## src/hw/rtl/tst_pkg.sv

```systemverilog
// Shared widths, mode codes and command/status types for the triaxial sample transform.
`default_nettype none
package tst_pkg;

    localparam int SAMPLE_BITS    = 16;
    localparam int DIFF_BITS      = SAMPLE_BITS + 1;
    localparam int PROD_BITS      = 2 * DIFF_BITS;
    localparam int ACC_BITS       = 2 * DIFF_BITS;
    localparam int L1_BITS        = DIFF_BITS + 2;
    localparam int FRAC_SHIFT     = 16;
    localparam int RAD_BITS       = ACC_BITS + FRAC_SHIFT;
    localparam int ROOT_BITS      = RAD_BITS / 2;
    localparam int REM_BITS       = ROOT_BITS + 3;
    localparam int ROOT_CNT_BITS  = $clog2(ROOT_BITS + 1);
    localparam int VALUE_BITS     = 36;
    localparam int IN_TDATA_BITS  = ((3 * SAMPLE_BITS + 7) / 8) * 8;
    localparam int OUT_TDATA_BITS = ((VALUE_BITS + 7) / 8) * 8;
    localparam int CFG_INDEX_BITS = 8;
    localparam int CFG_DATA_BITS  = 8;

    localparam logic [2:0] MODE_JERK        = 3'd0;
    localparam logic [2:0] MODE_MAGSQ       = 3'd1;
    localparam logic [2:0] MODE_MAG         = 3'd2;
    localparam logic [2:0] MODE_L1          = 3'd3;
    localparam logic [2:0] MODE_JERK_MAGSQ  = 3'd4;
    localparam logic [2:0] MODE_JERK_MAG    = 3'd5;
    localparam logic [2:0] MODE_JERK_L1     = 3'd6;
    localparam logic [2:0] MODE_MEDIAN      = 3'd7;

    localparam logic [1:0] AXIS_X = 2'd0;
    localparam logic [1:0] AXIS_Y = 2'd1;
    localparam logic [1:0] AXIS_Z = 2'd2;

    localparam logic [CFG_INDEX_BITS-1:0] REG_MODE        = CFG_INDEX_BITS'(0);
    localparam logic [CFG_INDEX_BITS-1:0] REG_AXIS_SELECT = CFG_INDEX_BITS'(1);

    typedef logic signed [SAMPLE_BITS-1:0] sample_t;
    typedef logic signed [DIFF_BITS-1:0]   diff_t;
    typedef logic signed [VALUE_BITS-1:0]  value_t;

    typedef struct packed {
        logic       accept;
        logic       mac_step;
        logic [1:0] mac_idx;
        logic       sqrt_start;
        logic       load_main;
        logic       load_last;
    } cmd_t;

    typedef struct packed {
        logic need_mac;
        logic need_sqrt;
        logic has_main;
        logic is_final;
        logic sqrt_done;
        logic out_free;
    } status_t;

endpackage
`default_nettype wire

```

## src/hw/rtl/tst_sqrt.sv

```systemverilog
// Iterative floor square root, two radicand bits per cycle.
`default_nettype none
module tst_sqrt (
    input  wire logic                              clk,
    input  wire logic                              rst_n,
    input  wire logic                              start,
    input  wire logic [tst_pkg::RAD_BITS-1:0]      radicand,
    output logic                                   done,
    output logic [tst_pkg::ROOT_BITS-1:0]          root
);

    logic                                 busy_reg;
    logic [tst_pkg::ROOT_CNT_BITS-1:0]    cnt_reg;
    logic [tst_pkg::RAD_BITS-1:0]         rad_reg;
    logic [tst_pkg::REM_BITS-1:0]         rem_reg;
    logic [tst_pkg::ROOT_BITS-1:0]        root_reg;

    logic [tst_pkg::REM_BITS-1:0]         rem_shift;
    logic [tst_pkg::REM_BITS-1:0]         trial;
    logic                                 fits;

    always_comb
    begin
        rem_shift = {rem_reg[tst_pkg::REM_BITS-3:0], rad_reg[tst_pkg::RAD_BITS-1 -: 2]};
        trial     = tst_pkg::REM_BITS'({root_reg, 2'b01});
        fits      = (rem_shift >= trial);
    end

    always_ff @(posedge clk or negedge rst_n)
    begin
        if (!rst_n)
        begin
            busy_reg <= 1'b0;
            cnt_reg  <= '0;
        end
        else if (start)
        begin
            busy_reg <= 1'b1;
            cnt_reg  <= tst_pkg::ROOT_CNT_BITS'(tst_pkg::ROOT_BITS);
        end
        else if (busy_reg)
        begin
            cnt_reg <= cnt_reg - 1'b1;
            if (cnt_reg == tst_pkg::ROOT_CNT_BITS'(1))
            begin
                busy_reg <= 1'b0;
            end
        end
    end

    always_ff @(posedge clk)
    begin
        if (start)
        begin
            rad_reg  <= radicand;
            rem_reg  <= '0;
            root_reg <= '0;
        end
        else if (busy_reg)
        begin
            rad_reg  <= {rad_reg[tst_pkg::RAD_BITS-3:0], 2'b00};
            rem_reg  <= fits ? (rem_shift - trial) : rem_shift;
            root_reg <= {root_reg[tst_pkg::ROOT_BITS-2:0], fits};
        end
    end

    assign done = !busy_reg;
    assign root = root_reg;

endmodule
`default_nettype wire

```

## src/hw/rtl/tst_datapath.sv

```systemverilog
// Datapath: config registers, sample history, shared multiplier, root unit, output register.
`default_nettype none
module tst_datapath (
    input  wire logic                                  clk,
    input  wire logic                                  rst_n,
    input  wire logic                                  cfg_valid,
    output logic                                       cfg_ready,
    input  wire logic [tst_pkg::CFG_INDEX_BITS-1:0]    cfg_index,
    input  wire logic [tst_pkg::CFG_DATA_BITS-1:0]     cfg_data,
    input  wire logic [tst_pkg::IN_TDATA_BITS-1:0]     s_tdata,
    input  wire logic                                  s_tlast,
    output logic                                       m_tvalid,
    input  wire logic                                  m_tready,
    output logic [tst_pkg::OUT_TDATA_BITS-1:0]         m_tdata,
    output logic                                       m_tlast,
    input  wire tst_pkg::cmd_t                         cmd,
    output tst_pkg::status_t                           status
);

    logic [2:0]                         mode_reg;
    logic [1:0]                         axis_reg;

    tst_pkg::sample_t                   prev_reg [3];
    tst_pkg::sample_t                   older_reg;
    logic [1:0]                         seen_reg;

    logic [2:0]                         kind_reg;
    logic                               need_mac_reg;
    logic                               need_sqrt_reg;
    logic                               has_main_reg;
    logic                               final_reg;
    tst_pkg::diff_t                     op_reg [3];
    tst_pkg::value_t                    simple_reg;
    logic signed [tst_pkg::PROD_BITS-1:0] prod_reg;
    logic [tst_pkg::ACC_BITS-1:0]       acc_reg;

    logic                               m_tvalid_reg;
    tst_pkg::value_t                    m_value_reg;
    logic                               m_last_reg;

    tst_pkg::sample_t                   s_in [3];
    tst_pkg::diff_t                     d_in [3];
    logic [1:0]                         ax;
    tst_pkg::sample_t                   cur_ax;
    tst_pkg::sample_t                   prev_ax;
    tst_pkg::diff_t                     d_ax;
    logic [tst_pkg::L1_BITS-1:0]        l1_s;
    logic [tst_pkg::L1_BITS-1:0]        l1_d;
    logic                               jerk_ops;
    logic                               need_mac;
    logic                               need_sqrt;
    logic                               has_main;
    tst_pkg::value_t                    simple_val;
    tst_pkg::diff_t                     mac_op;
    logic                               sqrt_done;
    logic [tst_pkg::ROOT_BITS-1:0]      root;
    tst_pkg::value_t                    main_val;

    function automatic logic [tst_pkg::DIFF_BITS-1:0] mag_of(input tst_pkg::diff_t v);
        logic [tst_pkg::DIFF_BITS-1:0] r;
        begin
            r = v[tst_pkg::DIFF_BITS-1] ? (~v + 1'b1) : v;
            return r;
        end
    endfunction

    function automatic tst_pkg::sample_t med3(input tst_pkg::sample_t a,
                                              input tst_pkg::sample_t b,
                                              input tst_pkg::sample_t c);
        tst_pkg::sample_t lo;
        tst_pkg::sample_t hi;
        tst_pkg::sample_t r;
        begin
            lo = (a < b) ? a : b;
            hi = (a < b) ? b : a;
            if (c <= lo)
            begin
                r = lo;
            end
            else if (c >= hi)
            begin
                r = hi;
            end
            else
            begin
                r = c;
            end
            return r;
        end
    endfunction

    assign cfg_ready = 1'b1;

    always_ff @(posedge clk or negedge rst_n)
    begin
        if (!rst_n)
        begin
            mode_reg <= tst_pkg::MODE_JERK;
            axis_reg <= tst_pkg::AXIS_X;
        end
        else if (cfg_valid)
        begin
            if (cfg_index == tst_pkg::REG_MODE)
            begin
                mode_reg <= cfg_data[2:0];
            end
            else if (cfg_index == tst_pkg::REG_AXIS_SELECT)
            begin
                axis_reg <= cfg_data[1:0];
            end
        end
    end

    always_comb
    begin
        for (int i = 0; i < 3; i++)
        begin
            s_in[i] = s_tdata[i*tst_pkg::SAMPLE_BITS +: tst_pkg::SAMPLE_BITS];
            d_in[i] = tst_pkg::diff_t'(s_in[i]) - tst_pkg::diff_t'(prev_reg[i]);
        end

        // unused axis code falls back to z
        case (axis_reg)
            tst_pkg::AXIS_X: ax = tst_pkg::AXIS_X;
            tst_pkg::AXIS_Y: ax = tst_pkg::AXIS_Y;
            default:         ax = tst_pkg::AXIS_Z;
        endcase

        case (ax)
            tst_pkg::AXIS_X:
            begin
                cur_ax  = s_in[0];
                prev_ax = prev_reg[0];
                d_ax    = d_in[0];
            end
            tst_pkg::AXIS_Y:
            begin
                cur_ax  = s_in[1];
                prev_ax = prev_reg[1];
                d_ax    = d_in[1];
            end
            default:
            begin
                cur_ax  = s_in[2];
                prev_ax = prev_reg[2];
                d_ax    = d_in[2];
            end
        endcase

        l1_s = tst_pkg::L1_BITS'(mag_of(tst_pkg::diff_t'(s_in[0])))
             + tst_pkg::L1_BITS'(mag_of(tst_pkg::diff_t'(s_in[1])))
             + tst_pkg::L1_BITS'(mag_of(tst_pkg::diff_t'(s_in[2])));
        l1_d = tst_pkg::L1_BITS'(mag_of(d_in[0]))
             + tst_pkg::L1_BITS'(mag_of(d_in[1]))
             + tst_pkg::L1_BITS'(mag_of(d_in[2]));

        jerk_ops   = 1'b0;
        need_mac   = 1'b0;
        need_sqrt  = 1'b0;
        has_main   = 1'b1;
        simple_val = '0;
        case (mode_reg)
            tst_pkg::MODE_JERK:
            begin
                has_main   = (seen_reg != 2'd0);
                simple_val = tst_pkg::value_t'(d_ax);
            end
            tst_pkg::MODE_MAGSQ:
            begin
                need_mac = 1'b1;
            end
            tst_pkg::MODE_MAG:
            begin
                need_mac  = 1'b1;
                need_sqrt = 1'b1;
            end
            tst_pkg::MODE_L1:
            begin
                simple_val = tst_pkg::value_t'(l1_s);
            end
            tst_pkg::MODE_JERK_MAGSQ:
            begin
                jerk_ops = 1'b1;
                has_main = (seen_reg != 2'd0);
                need_mac = has_main;
            end
            tst_pkg::MODE_JERK_MAG:
            begin
                jerk_ops  = 1'b1;
                has_main  = (seen_reg != 2'd0);
                need_mac  = has_main;
                need_sqrt = has_main;
            end
            tst_pkg::MODE_JERK_L1:
            begin
                has_main   = (seen_reg != 2'd0);
                simple_val = tst_pkg::value_t'(l1_d);
            end
            default:
            begin
                // median: zero on the first sample, nothing on the second
                has_main = (seen_reg != 2'd1);
                if (seen_reg != 2'd0)
                begin
                    simple_val = tst_pkg::value_t'(med3(older_reg, prev_ax, cur_ax));
                end
            end
        endcase
    end

    always_ff @(posedge clk or negedge rst_n)
    begin
        if (!rst_n)
        begin
            for (int i = 0; i < 3; i++)
            begin
                prev_reg[i] <= '0;
            end
            older_reg     <= '0;
            seen_reg      <= 2'd0;
            need_mac_reg  <= 1'b0;
            need_sqrt_reg <= 1'b0;
            has_main_reg  <= 1'b0;
            final_reg     <= 1'b0;
        end
        else if (cmd.accept)
        begin
            older_reg <= prev_ax;
            for (int i = 0; i < 3; i++)
            begin
                prev_reg[i] <= s_in[i];
            end
            if (s_tlast)
            begin
                seen_reg <= 2'd0;
            end
            else if (seen_reg != 2'd2)
            begin
                seen_reg <= seen_reg + 2'd1;
            end
            need_mac_reg  <= need_mac;
            need_sqrt_reg <= need_sqrt;
            has_main_reg  <= has_main;
            final_reg     <= s_tlast;
        end
    end

    always_comb
    begin
        case (cmd.mac_idx)
            2'd0:    mac_op = op_reg[0];
            2'd1:    mac_op = op_reg[1];
            default: mac_op = op_reg[2];
        endcase
    end

    // square one operand per step, then fold the registered product into the sum
    always_ff @(posedge clk)
    begin
        if (cmd.accept)
        begin
            kind_reg   <= mode_reg;
            simple_reg <= simple_val;
            acc_reg    <= '0;
            for (int i = 0; i < 3; i++)
            begin
                op_reg[i] <= jerk_ops ? d_in[i] : tst_pkg::diff_t'(s_in[i]);
            end
        end
        else if (cmd.mac_step)
        begin
            prod_reg <= mac_op * mac_op;
            if (cmd.mac_idx != 2'd0)
            begin
                acc_reg <= acc_reg + tst_pkg::ACC_BITS'(unsigned'(prod_reg));
            end
        end
    end

    tst_sqrt u_sqrt (
        .clk      (clk),
        .rst_n    (rst_n),
        .start    (cmd.sqrt_start),
        .radicand ({acc_reg, {tst_pkg::FRAC_SHIFT{1'b0}}}),
        .done     (sqrt_done),
        .root     (root)
    );

    always_comb
    begin
        case (kind_reg)
            tst_pkg::MODE_MAG,
            tst_pkg::MODE_JERK_MAG:   main_val = tst_pkg::value_t'(root);
            tst_pkg::MODE_MAGSQ,
            tst_pkg::MODE_JERK_MAGSQ: main_val = tst_pkg::value_t'(acc_reg);
            default:                  main_val = simple_reg;
        endcase
    end

    always_ff @(posedge clk or negedge rst_n)
    begin
        if (!rst_n)
        begin
            m_tvalid_reg <= 1'b0;
        end
        else if (cmd.load_main || cmd.load_last)
        begin
            m_tvalid_reg <= 1'b1;
        end
        else if (m_tready)
        begin
            m_tvalid_reg <= 1'b0;
        end
    end

    always_ff @(posedge clk)
    begin
        if (cmd.load_main)
        begin
            m_value_reg <= main_val;
            m_last_reg  <= 1'b0;
        end
        else if (cmd.load_last)
        begin
            m_value_reg <= '0;
            m_last_reg  <= 1'b1;
        end
    end

    assign m_tvalid = m_tvalid_reg;
    assign m_tdata  = tst_pkg::OUT_TDATA_BITS'(unsigned'(m_value_reg));
    assign m_tlast  = m_last_reg;

    always_comb
    begin
        status.need_mac  = need_mac_reg;
        status.need_sqrt = need_sqrt_reg;
        status.has_main  = has_main_reg;
        status.is_final  = final_reg;
        status.sqrt_done = sqrt_done;
        status.out_free  = !m_tvalid_reg || m_tready;
    end

endmodule
`default_nettype wire

```

## src/hw/rtl/tst_ctrl.sv

```systemverilog
// Controller: sequences accept, multiply steps, root and result hand-off.
`default_nettype none
module tst_ctrl (
    input  wire logic                clk,
    input  wire logic                rst_n,
    input  wire logic                s_tvalid,
    output logic                     s_tready,
    input  wire tst_pkg::status_t    status,
    output tst_pkg::cmd_t            cmd
);

    localparam logic [2:0] ST_IDLE    = 3'd0;
    localparam logic [2:0] ST_CHECK   = 3'd1;
    localparam logic [2:0] ST_MAC     = 3'd2;
    localparam logic [2:0] ST_SQ_GO   = 3'd3;
    localparam logic [2:0] ST_SQRT    = 3'd4;
    localparam logic [2:0] ST_EMIT    = 3'd5;
    localparam logic [2:0] ST_LAST    = 3'd6;

    logic [2:0] state_reg;
    logic [2:0] state_next;
    logic [1:0] idx_reg;
    logic [1:0] idx_next;

    always_comb
    begin
        state_next     = state_reg;
        idx_next       = idx_reg;
        s_tready       = 1'b0;
        cmd.accept     = 1'b0;
        cmd.mac_step   = 1'b0;
        cmd.mac_idx    = idx_reg;
        cmd.sqrt_start = 1'b0;
        cmd.load_main  = 1'b0;
        cmd.load_last  = 1'b0;
        case (state_reg)
            ST_IDLE:
            begin
                s_tready = 1'b1;
                if (s_tvalid)
                begin
                    cmd.accept = 1'b1;
                    state_next = ST_CHECK;
                end
            end
            ST_CHECK:
            begin
                idx_next = 2'd0;
                if (status.need_mac)
                begin
                    state_next = ST_MAC;
                end
                else if (status.has_main)
                begin
                    state_next = ST_EMIT;
                end
                else if (status.is_final)
                begin
                    state_next = ST_LAST;
                end
                else
                begin
                    state_next = ST_IDLE;
                end
            end
            ST_MAC:
            begin
                // three squares plus a final step to fold the last product
                cmd.mac_step = 1'b1;
                idx_next     = idx_reg + 2'd1;
                if (idx_reg == 2'd3)
                begin
                    state_next = status.need_sqrt ? ST_SQ_GO : ST_EMIT;
                end
            end
            ST_SQ_GO:
            begin
                cmd.sqrt_start = 1'b1;
                state_next     = ST_SQRT;
            end
            ST_SQRT:
            begin
                if (status.sqrt_done)
                begin
                    state_next = ST_EMIT;
                end
            end
            ST_EMIT:
            begin
                if (status.out_free)
                begin
                    cmd.load_main = 1'b1;
                    state_next    = status.is_final ? ST_LAST : ST_IDLE;
                end
            end
            ST_LAST:
            begin
                if (status.out_free)
                begin
                    cmd.load_last = 1'b1;
                    state_next    = ST_IDLE;
                end
            end
            default:
            begin
                state_next = ST_IDLE;
            end
        endcase
    end

    always_ff @(posedge clk or negedge rst_n)
    begin
        if (!rst_n)
        begin
            state_reg <= ST_IDLE;
            idx_reg   <= 2'd0;
        end
        else
        begin
            state_reg <= state_next;
            idx_reg   <= idx_next;
        end
    end

endmodule
`default_nettype wire

```

## src/hw/rtl/triaxial_sample_transform.sv

```systemverilog
// Top level of the triaxial sample transform: controller plus datapath.
//
//  channel  dir  handshake              payload
//  cfg      in   cfg_valid/cfg_ready    cfg_index, cfg_data (0 mode, 1 axis_select)
//  s        in   s_tvalid/s_tready      s_tdata {z,y,x}, s_tlast final_sample
//  m        out  m_tvalid/m_tready      m_tdata value, m_tlast last_result
//
// One sample at a time. Accept, a decode state, then: jerk, l1 and median
// go straight to the result; the squared norms take 4 multiply steps on one
// shared multiplier; the magnitudes take 4 multiply steps, a start state and
// the 25-iteration root unit. A final sample adds a trailing result, loaded
// from its own state after the main result, if any.
// The output register holds a result while the next sample is accepted;
// a stalled output stops the block only at its next hand-off.
// Reset clears config, history and control; no clearing pass.
`default_nettype none
module triaxial_sample_transform (
    input  wire logic                                  clk,
    input  wire logic                                  rst_n,
    input  wire logic                                  cfg_valid,
    output logic                                       cfg_ready,
    input  wire logic [tst_pkg::CFG_INDEX_BITS-1:0]    cfg_index,
    input  wire logic [tst_pkg::CFG_DATA_BITS-1:0]     cfg_data,
    input  wire logic                                  s_tvalid,
    output logic                                       s_tready,
    input  wire logic [tst_pkg::IN_TDATA_BITS-1:0]     s_tdata,  // sample_x, sample_y, sample_z
    input  wire logic                                  s_tlast,
    output logic                                       m_tvalid,
    input  wire logic                                  m_tready,
    output logic [tst_pkg::OUT_TDATA_BITS-1:0]         m_tdata,  // value, zero pad
    output logic                                       m_tlast
);

    tst_pkg::cmd_t    cmd;
    tst_pkg::status_t status;

    tst_ctrl u_ctrl (
        .clk      (clk),
        .rst_n    (rst_n),
        .s_tvalid (s_tvalid),
        .s_tready (s_tready),
        .status   (status),
        .cmd      (cmd)
    );

    tst_datapath u_datapath (
        .clk       (clk),
        .rst_n     (rst_n),
        .cfg_valid (cfg_valid),
        .cfg_ready (cfg_ready),
        .cfg_index (cfg_index),
        .cfg_data  (cfg_data),
        .s_tdata   (s_tdata),
        .s_tlast   (s_tlast),
        .m_tvalid  (m_tvalid),
        .m_tready  (m_tready),
        .m_tdata   (m_tdata),
        .m_tlast   (m_tlast),
        .cmd       (cmd),
        .status    (status)
    );

endmodule
`default_nettype wire
```

## config.mk

```make
export PLATFORM = sky130hd
export DESIGN_NAME = triaxial_sample_transform
export DESIGN_NICKNAME = d
export VERILOG_FILES = /design/src/hw/rtl/tst_pkg.sv /design/src/hw/rtl/tst_sqrt.sv /design/src/hw/rtl/tst_datapath.sv /design/src/hw/rtl/tst_ctrl.sv /design/src/hw/rtl/triaxial_sample_transform.sv
export SDC_FILE = /design/constraint.sdc
export NUM_CORES = 2
export LEC_CHECK = 0
export ABC_AREA = 1
export BUFFER_PORTS_ARGS = -buffer_cell sky130_fd_sc_hd__buf_2
export CORE_UTILIZATION = 65
export DETAILED_ROUTE_END_ITERATION = 12
export GPL_ROUTABILITY_DRIVEN = 1
export GPL_TIMING_DRIVEN = 0
export MAX_ROUTING_LAYER = met4
export PLACE_DENSITY = 0.83
export SYNTH_ARGS = -nofsm -noshare
export SYNTH_HDL_FRONTEND = slang
export SYNTH_HIERARCHICAL = 1
export SYNTH_SLANG_ARGS = --single-unit
```

## constraint.sdc

```tcl
create_clock -name clk -period 20.9 [get_ports clk]
set_input_delay 0 -clock clk [delete_from_list [all_inputs] [get_ports clk]]
set_output_delay 0 -clock clk [all_outputs]
set_load 0.1 [all_outputs]
```

==> flow_metrics.py <==
metrics = {
    "detailed_routing": {
        "dr.pass1.iters": 8,
        "ant_nets": 0,
        "drc_errors": 0,
        "num_vias": 36380,
        "avgViaCountPerCell": 5.917,
        "routed_wl_um": 125200,
        "routedWlPerCell_um": 20.36,
        "drtIter0Drc": 4185,
    },
    "setup_path": {
        "critPathRequiredTime_ns": 21.20,
        "path_class": "reg -> reg",
        "crit_path_start_kind": "register",
        "worstPathArrival_ns": 9.02,
        "r2r_cells": 26,
        "cp-startpoint": "u_ctrl/idx_reg[1]",
        "crit_path_max_fanout": 10,
        "ff2ff_setup_slack_ns": 12.18,
        "worst_setup_path_end_kind": "register",
        "reg2reg_from": "u_ctrl/idx_reg[1]",
    },
    "sta": {
        "period_share_pct": 41.73,
        "maxSlewHeadroom_pct": 18.39,
        "setup_viol": 0,
        "skew_ns": 0.01584,
        "layout_setup_ws_ns": 12.18,
        "max_freq_mhz": 114.7,
        "hold_violations": 0,
        "rsz0062_at_grt": "no",
        "fin_setup_tns_ns": 0,
        "drv_slew": 0,
        "tightest_slew_ns": 1.220,
        "period_needed_ns": 8.721,
    },
    "clocking": {
        "cts_resized": 0,
        "cts_root_buf": "clkbuf_16",
        "postCtsSetupRepairBufs": 0,
        "cts_buffers": 41,
        "clk_pin_slew_worst_paths_ns": 0.06,
        "clockBufferDepth": 3,
        "insertion_delay_ns": 0.60,
        "cts_htree_levels": 2,
        "holdBufCountCts": 60,
        "cts_tree": "built",
        "clock-sinks": 365,
    },
    "min_path": {
        "worst_hold_path_type": "in -> reg",
        "worstHoldPathCells": 4,
        "hold_start": "s_tdata[31]",
    },
    "die": {
        "io-pin-count": 114,
        "start_util_pct": 65.75,
        "fp-row-count": 89,
        "die_w_um": 246.1,
        "dieArea_um2": 60570,
        "die_y_um": 246.1,
        "core_area_um2": 58910,
    },
    "logic_synthesis": {
        "syn_area_um2": 38730,
        "synth_cells": 5112,
        "synthFlopType": "edfxtp_1",
        "ys_warn_count": 6,
        "synth_edf_count": 192,
        "ys_ff_latch": 365,
        "syn_avg_cell_area_um2": 7.576,
        "ys_types": 68,
        "seq_area_frac_synth_pct": 24.95,
        "async_reset_ff_share_pct": 23.84,
    },
    "final_layout": {
        "final_nets": 6004,
        "largest_register_ffs": 51,
        "fillers": 4824,
        "area_delta_synth_final_pct": 9.462,
        "antennaDiodeCount": 0,
        "drive_above_1_share_pct": 6.214,
        "mostFrequentLayoutCell": "nand2_1",
        "final_cell_mix": "nand2_1, inv_1, nor2_1, fa_1, ha_1",
    },
    "global_routing": {
        "grt_max_degree": 59,
        "grt_overflow": 0,
        "track_usage_pct": 42.91,
        "grt_pass1_vias": 34700,
        "grt_antenna_before_repair": 0,
        "grt_pass1_wl_um": 191200,
    },
    "placed_design": {
        "gp_congestion": 1.085,
        "post-dp-hpwl_um": 98570,
        "place_ws_ns": 12.53,
        "io_buffers": 103,
    },
    "flow_run": {
        "max_cap_viol_count": 0,
    },
    "run_status": {
        "status": "finished clean",
    },
}
==> synthesized netlist by cell type, types with 7 or more instances <==
master	number	area (µm²)
a21o_1	24	180.2
o21ai_1	11	55.05
nor3_2	9	90.09
xnor2_1	50	437.9
dfxtp_1	86	1722
a21boi_0	9	67.56
o211ai_1	9	67.56
a221oi_1	28	245.2
edfxtp_1	192	5766
a22oi_1	16	120.1
o21ai_0	273	1366
or2_2	8	50.05
nand2_2	17	106.4
nor3_1	43	215.2
nand3_1	240	1201
o22ai_1	46	287.8
nand4_1	61	381.6
buf_2	27	135.1
nand2_1	1207	4531
nor2_2	11	68.82
nand3b_1	7	52.55
nor4_1	9	56.30
o21a_1	37	277.8
buf_1	14	52.55
clkinv_1	16	60.06
inv_2	19	71.32
o21bai_1	15	112.6
xor2_2	7	113.9
clkbuf_1	85	319.1
a31oi_1	33	206.5
nand3_2	10	100.1
nor2_1	398	1494
inv_1	926	3476
dfrtp_1	87	2177
xor2_1	127	1112
fa_1	305	6106
and2_1	16	100.1
buf_4	13	97.59
ha_1	285	3566
o22a_1	14	122.6
a21oi_1	262	1311
==> kinds of logic (layout without fill, tap and decap cells) <==
| kind of cell | Yosys count | after routing | share of synthesized area [%] |
|---|---|---|---|
| AOI/OAI and AO/OA | 801 | 801 | 11.96 |
| xor gates and xnor gates | 190 | 190 | 4.665 |
| adders and majority gates | 590 | 590 | 24.97 |
| buffers and inverters | 1104 | 1345 | 11.00 |
| DFF | 365 | 365 | 24.95 |
| other | 2 | 24 | 0.01939 |
| and+or+nand+nor | 2060 | 2060 | 22.43 |
==> cell type report <==
class	instances	area, µm²	area share, %
multi-input cells	3665	24900	58.74
flip-flops and latches	365	9664	22.80
inverters	961	3607	8.509
well taps	773	967.2	2.281
clock inverters	15	157.7	0.3719
clock buffers	59	1225	2.889
repair buffers	167	1216	2.869
plain buffers	143	654.4	1.544
==> metal layers <==
layer / share of wire [%] / global-route usage [%]
met5: 0 / -
met1: 38 / 54.68
met2: 44 / 63.94
met4: 6.3 / 23.35
met3: 12 / 8.976
==> stage by stage <==
step | utilization [%] | std cells | cell area (µm²) | hold WS (ns)
6_report | 71.97 | 6148 | 42390 | 0.08419
5_1_grt | 71.97 | 6148 | 42390 | 0.07968
4_1_cts | 71.97 | 6148 | 42390 | 0.02727
3_5_place_dp | 68.58 | 6014 | 40400 | -0.02226
3_3_place_gp | 68.40 | 6010 | 40290 | 0.2452
2_1_floorplan | - | 5134 | 38810 | -0.2956
==> final timing paths <==
path / end
max: u_datapath/prod_reg[33]
min: u_datapath/prev_reg[31]
max reg2reg: u_datapath/prod_reg[33]
min reg2reg: u_datapath/u_sqrt/rem_reg[10]
max in group asynchronous: u_datapath/prev_reg[4]
min in group asynchronous: u_datapath/older_reg[9]
==> worst max-delay path: stages, from the launching register on <==
cell	delay, ns
dfrtp_1	0.67
nor2_1	0.17
inv_1	0.22
buf_1	0.49
o21a_1	0.19
buf_2	0.32
clkinv_1	0.55
nor2_1	0.35
inv_1	0.10
fa_1	0.52
fa_1	0.52
fa_1	0.53
inv_1	0.06
fa_1	0.48
fa_1	0.55
inv_1	0.05
fa_1	0.53
inv_1	0.04
ha_1	0.36
nand2_1	0.09
nor2_1	0.14
nand4_1	0.09
o21ai_1	0.35
a21oi_1	0.20
o21ai_0	0.50
a21oi_1	0.15
xor2_1	0.21
Power is left out: the tool's default activity adds up to more than one toggle a clock period on the data nets, which glitch-free logic cannot reach.
